File: src/sv/clns_pkg.sv
// Shared types, codes and constants for the character LCD nibble sequencer.
// No dependencies; every other file imports this package.
package clns_pkg;

  localparam int unsigned WAIT_W     = 16;
  localparam int unsigned STEP_W     = 4;
  localparam int unsigned INIT_STEPS = 12;
  localparam int unsigned QUEUE_DEPTH = 2;

  localparam logic [WAIT_W-1:0] INIT_WAIT_FIRST  = 16'd5000;
  localparam logic [WAIT_W-1:0] INIT_WAIT_SECOND = 16'd150;
  localparam logic [WAIT_W-1:0] INIT_FINAL_EXTRA = 16'd2000;
  localparam logic [WAIT_W-1:0] WAIT_MAX         = 16'hFFFF;

  localparam logic [7:0] CURSOR_BASE_ROW0 = 8'h80;
  localparam logic [7:0] CURSOR_BASE_ROW1 = 8'hC0;
  localparam logic [7:0] CLEAR_DISPLAY    = 8'h01;
  localparam logic [7:0] LCD_HOME         = 8'h02;

  localparam logic [WAIT_W-1:0] RST_SHORT_SETTLE = 16'd50;
  localparam logic [WAIT_W-1:0] RST_LONG_SETTLE  = 16'd2000;
  localparam logic [WAIT_W-1:0] RST_POWERUP_WAIT = 16'd20000;

  typedef enum logic [1:0] {
    CMD_COMMAND = 2'd0,
    CMD_DATA    = 2'd1,
    CMD_CURSOR  = 2'd2,
    CMD_INIT    = 2'd3
  } cmd_e;

  typedef enum logic [1:0] {
    CFG_ENABLE_PULSE = 2'd0,
    CFG_SHORT_SETTLE = 2'd1,
    CFG_LONG_SETTLE  = 2'd2,
    CFG_POWERUP_WAIT = 2'd3
  } cfg_idx_e;

  // One classified request as it sits in the queue.
  typedef struct packed {
    logic       init;
    logic       rs;
    logic [7:0] byte_val;
  } job_t;

  typedef struct packed {
    logic [WAIT_W-1:0] short_settle;
    logic [WAIT_W-1:0] long_settle;
    logic [WAIT_W-1:0] powerup_wait;
  } cfg_t;

  // Nibbles of the power-on sequence: 3,3,3,2 then 0x28, 0x0C, 0x06, 0x01.
  function automatic logic [3:0] init_nibble(input logic [STEP_W-1:0] step);
    logic [3:0] nib;
    case (step)
      4'd0, 4'd1, 4'd2: nib = 4'h3;
      4'd3, 4'd4:       nib = 4'h2;
      4'd5:             nib = 4'h8;
      4'd7:             nib = 4'hC;
      4'd9:             nib = 4'h6;
      4'd11:            nib = 4'h1;
      default:          nib = 4'h0;
    endcase
    return nib;
  endfunction

endpackage

File: src/sv/clns_front.sv
// Front end: accepts requests, turns each into a queue entry, holds a short queue.
// Depends on clns_pkg.
module clns_front
  import clns_pkg::*;
(
  input  logic       clk_i,
  input  logic       rst_ni,
  input  logic       in_valid_i,
  output logic       in_stall_o,
  input  logic [1:0] in_cmd_i,
  input  logic [7:0] in_byte_value_i,
  input  logic       in_row_i,
  input  logic [5:0] in_col_i,
  output logic       head_valid_o,
  output job_t       head_job_o,
  input  logic       pop_i
);

  localparam int unsigned PTR_W = $clog2(QUEUE_DEPTH);
  localparam int unsigned CNT_W = $clog2(QUEUE_DEPTH + 1);

  job_t             job_q [QUEUE_DEPTH];
  logic [PTR_W-1:0] wr_ptr_q, wr_ptr_d;
  logic [PTR_W-1:0] rd_ptr_q, rd_ptr_d;
  logic [CNT_W-1:0] cnt_q, cnt_d;
  job_t             new_job;
  logic             push;
  logic             full;

  always_comb begin
    new_job = '0;
    case (cmd_e'(in_cmd_i))
      CMD_COMMAND: begin
        new_job.byte_val = in_byte_value_i;
      end
      CMD_DATA: begin
        new_job.rs       = 1'b1;
        new_job.byte_val = in_byte_value_i;
      end
      CMD_CURSOR: begin
        new_job.byte_val = (in_row_i ? CURSOR_BASE_ROW1 : CURSOR_BASE_ROW0)
                           + {2'b00, in_col_i};
      end
      CMD_INIT: begin
        new_job.init = 1'b1;
      end
      default: begin
        new_job = '0;
      end
    endcase
  end

  assign full         = (cnt_q == CNT_W'(QUEUE_DEPTH));
  assign in_stall_o   = full;
  assign push         = in_valid_i && !full;
  assign head_valid_o = (cnt_q != '0);
  assign head_job_o   = job_q[rd_ptr_q];

  always_comb begin
    wr_ptr_d = push  ? wr_ptr_q + 1'b1 : wr_ptr_q;
    rd_ptr_d = pop_i ? rd_ptr_q + 1'b1 : rd_ptr_q;
    cnt_d    = cnt_q + CNT_W'(push) - CNT_W'(pop_i);
  end

  always_ff @(posedge clk_i or negedge rst_ni) begin
    if (!rst_ni) begin
      wr_ptr_q <= '0;
      rd_ptr_q <= '0;
      cnt_q    <= '0;
    end else begin
      wr_ptr_q <= wr_ptr_d;
      rd_ptr_q <= rd_ptr_d;
      cnt_q    <= cnt_d;
    end
  end

  always_ff @(posedge clk_i) begin
    if (push) begin
      job_q[wr_ptr_q] <= new_job;
    end
  end

endmodule

File: src/sv/clns_back.sv
// Back end: steps through the queue head's words, one per cycle unless stalled.
// Depends on clns_pkg; reads the head entry of clns_front.
module clns_back
  import clns_pkg::*;
(
  input  logic              clk_i,
  input  logic              rst_ni,
  input  cfg_t              cfg_i,
  input  logic              head_valid_i,
  input  job_t              head_job_i,
  output logic              pop_o,
  output logic              out_valid_o,
  input  logic              out_stall_i,
  output logic              out_reg_select_o,
  output logic [3:0]        out_nibble_o,
  output logic [WAIT_W-1:0] out_wait_before_us_o,
  output logic [WAIT_W-1:0] out_wait_after_us_o,
  output logic              out_last_o
);

  logic [STEP_W-1:0] step_q, step_d;
  logic              out_valid_q, out_valid_d;
  logic              rs_q, rs_d;
  logic [3:0]        nib_q, nib_d;
  logic [WAIT_W-1:0] before_q, before_d;
  logic [WAIT_W-1:0] after_q, after_d;
  logic              last_q, last_d;
  logic              adv;
  logic              last_step;
  logic [WAIT_W-1:0] byte_settle;
  logic [WAIT_W:0]   final_sum;
  logic [WAIT_W-1:0] final_settle;

  assign adv       = head_valid_i && (!out_valid_q || !out_stall_i);
  assign last_step = head_job_i.init ? (step_q == STEP_W'(INIT_STEPS - 1))
                                     : step_q[0];
  assign pop_o     = adv && last_step;

  assign byte_settle = (!head_job_i.rs && (head_job_i.byte_val == CLEAR_DISPLAY ||
                        head_job_i.byte_val == LCD_HOME))
                       ? cfg_i.long_settle : cfg_i.short_settle;
  assign final_sum    = {1'b0, cfg_i.long_settle} + {1'b0, INIT_FINAL_EXTRA};
  assign final_settle = final_sum[WAIT_W] ? WAIT_MAX : final_sum[WAIT_W-1:0];

  always_comb begin
    rs_d     = head_job_i.rs;
    before_d = '0;
    after_d  = '0;
    last_d   = last_step;
    if (head_job_i.init) begin
      rs_d  = 1'b0;
      nib_d = init_nibble(step_q);
      if (step_q == '0) begin
        before_d = cfg_i.powerup_wait;
      end
      case (step_q)
        4'd0:              after_d = INIT_WAIT_FIRST;
        4'd1:              after_d = INIT_WAIT_SECOND;
        4'd5, 4'd7, 4'd9:  after_d = cfg_i.short_settle;
        4'd11:             after_d = final_settle;
        default:           after_d = '0;
      endcase
    end else begin
      // High nibble first; the settle goes on the low nibble.
      nib_d = step_q[0] ? head_job_i.byte_val[3:0] : head_job_i.byte_val[7:4];
      if (step_q[0]) begin
        after_d = byte_settle;
      end
    end
  end

  always_comb begin
    if (adv) begin
      step_d      = last_step ? '0 : step_q + 1'b1;
      out_valid_d = 1'b1;
    end else begin
      step_d      = step_q;
      out_valid_d = out_valid_q && out_stall_i;
    end
  end

  always_ff @(posedge clk_i or negedge rst_ni) begin
    if (!rst_ni) begin
      step_q      <= '0;
      out_valid_q <= 1'b0;
    end else begin
      step_q      <= step_d;
      out_valid_q <= out_valid_d;
    end
  end

  always_ff @(posedge clk_i) begin
    if (adv) begin
      rs_q     <= rs_d;
      nib_q    <= nib_d;
      before_q <= before_d;
      after_q  <= after_d;
      last_q   <= last_d;
    end
  end

  assign out_valid_o          = out_valid_q;
  assign out_reg_select_o     = rs_q;
  assign out_nibble_o         = nib_q;
  assign out_wait_before_us_o = before_q;
  assign out_wait_after_us_o  = after_q;
  assign out_last_o           = last_q;

endmodule

File: src/sv/char_lcd_nibble_sequencer_unit.sv
// Top level of the character LCD nibble sequencer: configuration registers,
// front end queue and back end stepper. Depends on clns_pkg, clns_front, clns_back.
//
// Each request becomes the 4-bit transfers of an HD44780-style bus, one word
// per transfer with RS, nibble, wait before and wait after. The back end emits
// one word per cycle from its step counter while the output is not stalled, so
// a command, data or cursor request becomes two words and an initialize request
// twelve. The front end accepts a request per cycle while its two-entry queue
// has room, and the output register accepts a new word in the same cycle the
// previous one is taken. The enable pulse width written at index 0 is not
// stored and does not affect any word produced here. Write configuration only
// while no request is in flight.
module char_lcd_nibble_sequencer_unit
  import clns_pkg::*;
(
  input  logic              clk_i,
  input  logic              rst_ni,
  input  logic              cfg_we_i,
  input  logic [1:0]        cfg_idx_i,
  input  logic [WAIT_W-1:0] cfg_wdata_i,
  input  logic              in_valid_i,
  output logic              in_stall_o,
  input  logic [1:0]        in_cmd_i,
  input  logic [7:0]        in_byte_value_i,
  input  logic              in_row_i,
  input  logic [5:0]        in_col_i,
  output logic              out_valid_o,
  input  logic              out_stall_i,
  output logic              out_reg_select_o,
  output logic [3:0]        out_nibble_o,
  output logic [WAIT_W-1:0] out_wait_before_us_o,
  output logic [WAIT_W-1:0] out_wait_after_us_o,
  output logic              out_last_o
);

  cfg_t cfg_q, cfg_d;
  logic head_valid;
  job_t head_job;
  logic pop;

  always_comb begin
    cfg_d = cfg_q;
    if (cfg_we_i) begin
      case (cfg_idx_e'(cfg_idx_i))
        CFG_ENABLE_PULSE: cfg_d = cfg_q;
        CFG_SHORT_SETTLE: cfg_d.short_settle = cfg_wdata_i;
        CFG_LONG_SETTLE:  cfg_d.long_settle  = cfg_wdata_i;
        CFG_POWERUP_WAIT: cfg_d.powerup_wait = cfg_wdata_i;
        default:          cfg_d = cfg_q;
      endcase
    end
  end

  always_ff @(posedge clk_i or negedge rst_ni) begin
    if (!rst_ni) begin
      cfg_q.short_settle <= RST_SHORT_SETTLE;
      cfg_q.long_settle  <= RST_LONG_SETTLE;
      cfg_q.powerup_wait <= RST_POWERUP_WAIT;
    end else begin
      cfg_q <= cfg_d;
    end
  end

  clns_front u_front (
    .clk_i           (clk_i),
    .rst_ni          (rst_ni),
    .in_valid_i      (in_valid_i),
    .in_stall_o      (in_stall_o),
    .in_cmd_i        (in_cmd_i),
    .in_byte_value_i (in_byte_value_i),
    .in_row_i        (in_row_i),
    .in_col_i        (in_col_i),
    .head_valid_o    (head_valid),
    .head_job_o      (head_job),
    .pop_i           (pop)
  );

  clns_back u_back (
    .clk_i                (clk_i),
    .rst_ni               (rst_ni),
    .cfg_i                (cfg_q),
    .head_valid_i         (head_valid),
    .head_job_i           (head_job),
    .pop_o                (pop),
    .out_valid_o          (out_valid_o),
    .out_stall_i          (out_stall_i),
    .out_reg_select_o     (out_reg_select_o),
    .out_nibble_o         (out_nibble_o),
    .out_wait_before_us_o (out_wait_before_us_o),
    .out_wait_after_us_o  (out_wait_after_us_o),
    .out_last_o           (out_last_o)
  );

endmodule

File: config.mk
export PLATFORM = sky130hd
export DESIGN_NAME = char_lcd_nibble_sequencer_unit
export DESIGN_NICKNAME = d
export VERILOG_FILES = /design/src/sv/clns_pkg.sv /design/src/sv/clns_front.sv /design/src/sv/clns_back.sv /design/src/sv/char_lcd_nibble_sequencer_unit.sv
export SDC_FILE = /design/constraint.sdc
export NUM_CORES = 1
export LEC_CHECK = 0
export ABC_CLOCK_PERIOD_IN_PS = 2800
export BUFFER_PORTS_ARGS = -buffer_cell sky130_fd_sc_hd__buf_2
export CORE_UTILIZATION = 57
export DETAILED_ROUTE_END_ITERATION = 6
export MAX_ROUTING_LAYER = met4
export PLACE_DENSITY = 0.84
export SKIP_LAST_GASP = 1
export SLEW_MARGIN = 20
export SYNTH_ARGS = -nofsm -noshare
export SYNTH_HDL_FRONTEND = slang
export SYNTH_HIERARCHICAL = 1
export SYNTH_SLANG_ARGS = --single-unit
File: constraint.sdc
create_clock -name clk_i -period 2.8 [get_ports clk_i]
set_input_delay 0 -clock clk_i [delete_from_list [all_inputs] [get_ports clk_i]]
set_output_delay 0 -clock clk_i [all_outputs]
set_load 0.05 [all_outputs]
**Yosys cells after proc, flatten, opt, wreduce, memory -nomap -nowiden**

Memory sizes are Yosys's and may differ from the RTL's.
Index checks and enable logic that the tools add are counted.

- Flip-flop bits (word level): 95
- Memory bits (writable): 20
- Input bits: 40
- Output and inout port bits: 40
- ROM bits: 64
- Memories kept: 2

- Reduce and logical (&&, ||, !) cells: 20
- Mux-type cells: 16
- Eq/ne operators: 14
- Add/subtract/negate cells: 7

Memories:

| memory | depth | width | rd ports | clocked after Yosys merged registers in | wr ports | RTL line | text |
|---|---|---|---|---|---|---|---|
| (name not given) | 16 | 4 | 1 | 0 | 0 | clns_pkg.sv:54 | `case (step)` |
| u_front.job_q | 2 | 10 | 1 | 0 | 1 | clns_front.sv:22 | `job_t job_q [QUEUE_DEPTH];` |

Operators with widths:

| operator | count |
|---|---|
| two-way mux 16 bit | 4 |
| case mux 16 bit (4 select lines) | 1 |
| adder 16 x 11 -> 17 bit, second input constant | 1 |
| case mux 8 bit (2 select lines) | 1 |
| two-way mux 4 bit | 3 |
| equality test 2 bit, second input constant | 5 |
| adder 8 x 6 -> 8 bit | 1 |
| equality test 4 x 3 -> 1 bit, second input constant | 2 |
| equality test 4 bit, second input constant | 2 |
| equality test 8 x 1 -> 1 bit, second input constant | 1 |
| equality test 8 x 2 -> 1 bit, second input constant | 1 |
| AND reduction 2 bit | 4 |
| two-way mux 7 bit | 1 |
| two-way mux 1 bit | 6 |
| logical AND 1 bit | 5 |
| adder 4 x 1 -> 4 bit, second input constant | 1 |
| equality test 2 x 1 -> 1 bit, second input constant | 2 |
| equality test 4 x 1 -> 1 bit, second input constant | 1 |
| zero test 1 bit | 4 |
| zero test 4 bit | 1 |
| OR reduction 3 bit | 1 |
| adder 1 bit, second input constant | 2 |
| adder 2 x 1 -> 2 bit | 1 |
| zero test 2 bit | 1 |
| other kinds (4) | 5 |

**Logic depth before layout (Yosys ltp)**

An unclocked memory read counts as a cell.

- Depth in word-level cells: 7
- Depth in mapped cells: 9

**Modules after synthesis**

Netlist, hierarchy kept.

By module, submodules not included:

| module | seq. area each (um^2) | area an instance (um^2) | instances | cells each |
|---|---|---|---|---|
| clns_back | 1266.2 | 2627.5 | 1 | 256 |
| char_lcd_nibble_sequencer_unit | 1218.7 | 1925.6 | 1 | 102 |
| clns_front | 700.7 | 1057.3 | 1 | 60 |

**Worst setup path before layout**

OpenSTA, ideal clock, no wires.

- Kind: register to register
- From: register u_front.rd_ptr_q
- To: register u_back.after_q[12], in the netlist u_back/out_wait_after_us_o[12], data pin
- Path buffers: 2
- Slack: 0.505 ns
- Library setup time: 0.271 ns
- Data required time: 2.529 ns
- Arrival: 2.023 ns
- Cell stages (with the launch flop): 8
- Cell sequence: dfrtp_1 -> buf_6 -> mux2_4 -> xor2_1 -> nand3_1 -> clkbuf_1 -> mux2i_1 -> o22ai_1

RTL lines:

| what | RTL line | text |
|---|---|---|
| start: declaration | clns_front.sv:24 | `logic [PTR_W-1:0] rd_ptr_q, rd_ptr_d;` |
| start signal: assignment | clns_front.sv:72 | `rd_ptr_q <= rd_ptr_d;` |
| end signal: assignment | clns_back.sv:97 | `after_q <= after_d;` |
| end: declaration | clns_back.sv:26 | `logic [WAIT_W-1:0] after_q, after_d;` |

==> impl_metrics.json <==
{
  "post-place-ws_ps": 126,
  "synth_area_leaders": "edfxtp_1 (31%), dfrtp_1 (19%), mux2_4 (7.8%)",
  "io_pins": 80,
  "finalCriticalPeriod_ps": 2650,
  "min_path_type": "in -> reg",
  "drt_first_iter_violations": 451,
  "core-area_um2": 9370,
  "post-route-util_pct": 75.6,
  "rows": 35,
  "cp-start-kind": "flop",
  "maxSlewViolCount": 0,
  "cts_root_buffer": "clkbuf_8",
  "hold_ws_ps": 48.5,
  "wl_per_cell_um": 21.9,
  "wirelength_um": 15000,
  "die_h_um": 101,
  "tightestPinTransition_ps": 835,
  "port_buffers": 79,
  "synth_edf_count": 58,
  "multiInputGateArea_um2": 2280,
  "max_stage_delay_ps": 570,
  "drv_cap": 0,
  "grt_pass1_wl_um": 23500,
  "dpl.hpwl_um": 8800,
  "grt.total_usage_pct": 32.6,
  "crit_path_top_delay_cell": "dfrtp_2",
  "path_class": "reg -> reg",
  "slew_headroom_pct": 44.1,
  "p_leak_nw": 3.11,
  "synth_area_leader_cell": "edfxtp_1",
  "grt.overflow.total": 0,
  "fin_area_um2": 7080,
  "powerDensity_nw_per_um2": 1130,
  "insertion_delay_ps": 520,
  "start_util_pct": 59.9,
  "tns_ps": 0,
  "rsz0062_at_grt": "no",
  "dp_cells": 616,
  "layout_setup_ws_ps": 148,
  "cts_tree": "built",
  "vias_per_cell": 6.24,
  "cts.clk_slew.worst_paths_ps": 60,
  "fin_cells": 685,
  "ant_nets": 0,
  "hold_violations": 0,
  "ys_types": 56,
  "syn2layout_area_growth_pct": 26.2,
  "antenna_found_initial": 1,
  "dieArea_um2": 10200,
  "dr.pass1.iters": 5,
  "cp-end-kind": "flop",
  "die_w_um": 101,
  "drc": 0,
  "cts_max_path_buffers": 2,
  "fin_nets": 591,
  "regToRegSetupSlack_ps": 150,
  "crit_chain": "mux2_4, nor4_1, nand3_1, a22o_1, a221o_1",
  "skew_ps": 17.3,
  "synthArstFlopShare_pct": 49.6,
  "h-tree-depth": 4,
  "ys_warn_count": 6,
  "grt_pass1_vias": 4296,
  "cts_buffers": 17,
  "grt_max_degree": 33,
  "gp_congestion": 0.897,
  "seq_area_frac_synth_pct": 56.8,
  "synth-main-ff-cell": "edfxtp_1",
  "period_share_pct": 94.7,
  "syn_avg_cell_area_um2": 13.4,
  "cts.sinks": 115,
  "status": "finished, final reports clean",
  "synth_top_area_share_pct": 31.0,
  "synthCells": 418,
  "synth_seq_cells": 115,
  "register_area_um2": 3190,
  "worstPathRequired_ps": 3070,
  "fmax_ghz": 0.377,
  "synth_area_um2": 5610,
  "n_fill_cell": 586,
  "ir_drop_v": 0.000676,
  "arrival_ps": 2920,
  "vias": 4273,
  "critPathMaxFanout": 11,
  "syn_nets": 467,
  "placed_cell_area_um2": 6140,
  "p_total_mw": 8.03,
  "drive_gt1_share_pct": 37.3,
  "finalSetupViolations": 0,
  "cts_setup_buffers": 0
}
state kept, by name, indices dropped and copies added, names as in the netlist:
| name | flops |
|---|---|
| cfg_q | 48 |
| u_back/out_last_o | 1 |
| u_back/out_nibble_o | 4 |
| u_back/out_reg_select_o | 1 |
| u_back/out_valid_o | 1 |
| u_back/out_wait_after_us_o | 16 |
| u_back/out_wait_before_us_o | 16 |
| u_back/step_q | 4 |
| u_front/cnt_q | 2 |
| u_front/job_q | 20 |
| u_front/rd_ptr_q | 1 |
| u_front/wr_ptr_q | 1 |
cells in the mapped netlist, drive strengths merged (3+ instances only):
master,number
and3,3
edfxtp,58
a22o,8
o21ai,11
mux2,58
a211oi,3
nand2b,4
nand4,5
nand3,8
ha,9
a21oi,20
xnor2,9
buf,6
nor2b,5
clkbuf,15
a21o,5
dfstp,14
mux2i,18
nand2,19
dfrtp,43
inv,8
a22oi,5
nor2,14
o22ai,14
o211ai,3
a31oi,3
nor3,5
and2,17
a311oi,5
where the power goes:
part	switching (mW)	total (mW)	leakage (nW)	internal, mW
Sequential	0.404	2.87	1.23	2.47
Clock	0.827	2.10	0.275	1.27
Combinational	2.05	3.06	1.60	1.01
critical path, delay by kind of cell (launching register included):
family / cells / cell delay (ps)
flops: 1 / 570
mux: 1 / 350
simple gates: 2 / 810
compound gates: 2 / 680
logic make-up (layout without fill, tap and decap cells):
| group | count (synthesis) | in the layout | share of synthesized area, % |
|---|---|---|---|
| simple gates | 90 | 90 | 9.46 |
| buf+inv | 30 | 167 | 2.70 |
| mux | 76 | 76 | 16.8 |
| xor+xnor | 11 | 11 | 1.72 |
| other cells | 0 | 1 | 0 |
| fa+ha+maj | 9 | 9 | 2.01 |
| flops | 115 | 115 | 56.8 |
| compound gates | 87 | 87 | 10.5 |
repair_timing:
action / 4_1_cts / 5_1_grt
hold buffers: 36 / 0
resized for setup: 0 / 2
endpoints found under the hold margin: 102 / 0
setup endpoints to repair: 0 / 14
worst paths after layout:
kind | startpoint | endpoint | cells past startpoint
max | u_front/rd_ptr_q | u_back/out_wait_after_us_o[11] | 5
min | cfg_idx_i[1] | cfg_q[13] | 3
max reg2reg | u_front/rd_ptr_q | u_back/out_wait_after_us_o[11] | 5
min reg2reg | cfg_q[13] | cfg_q[13] | 1
max in group asynchronous | rst_ni | cfg_q[33] | 3
min in group asynchronous | rst_ni | cfg_q[38] | 2
area by class of cell:
type / instances / share of cell area (%)
clock buffers: 17 / 5.85
flip-flops and latches: 115 / 45.0
diodes: 1 / 0.0353
repair buffers: 126 / 12.0
multi-input cells: 273 / 32.1
inverters: 9 / 0.477
clock inverters: 15 / 2.21
well taps: 129 / 2.28
per-layer routing:
layer / GRT usage (%) / part of all wire [%] / up-vias
met3: 6.63 / 8.7 / 65
met4: 16.2 / 4.0 / 0
li1: - / - / 1830
met5: - / 0 / -
met1: 40.5 / 39 / 2062
met2: 51.0 / 48 / 316
cells in the final DEF (no fill, tap or decap), types with 7 or more instances in the layout:
| master | count |
|---|---|
| nand3_1 | 7 |
| mux2_2 | 29 |
| a22o_1 | 8 |
| xnor2_1 | 9 |
| dlygate4sd3_1 | 36 |
| o21ai_0 | 10 |
| mux2i_1 | 18 |
| inv_1 | 7 |
| clkbuf_16 | 16 |
| o22ai_1 | 14 |
| buf_2 | 79 |
| nor2_1 | 13 |
| a21oi_1 | 20 |
| ha_1 | 8 |
| nand2_1 | 18 |
| mux2_4 | 29 |
| buf_4 | 10 |
| dfrtp_1 | 42 |
| and2_1 | 17 |
| edfxtp_1 | 58 |
| dfstp_2 | 14 |
Power figures use the tool's default switching activity.
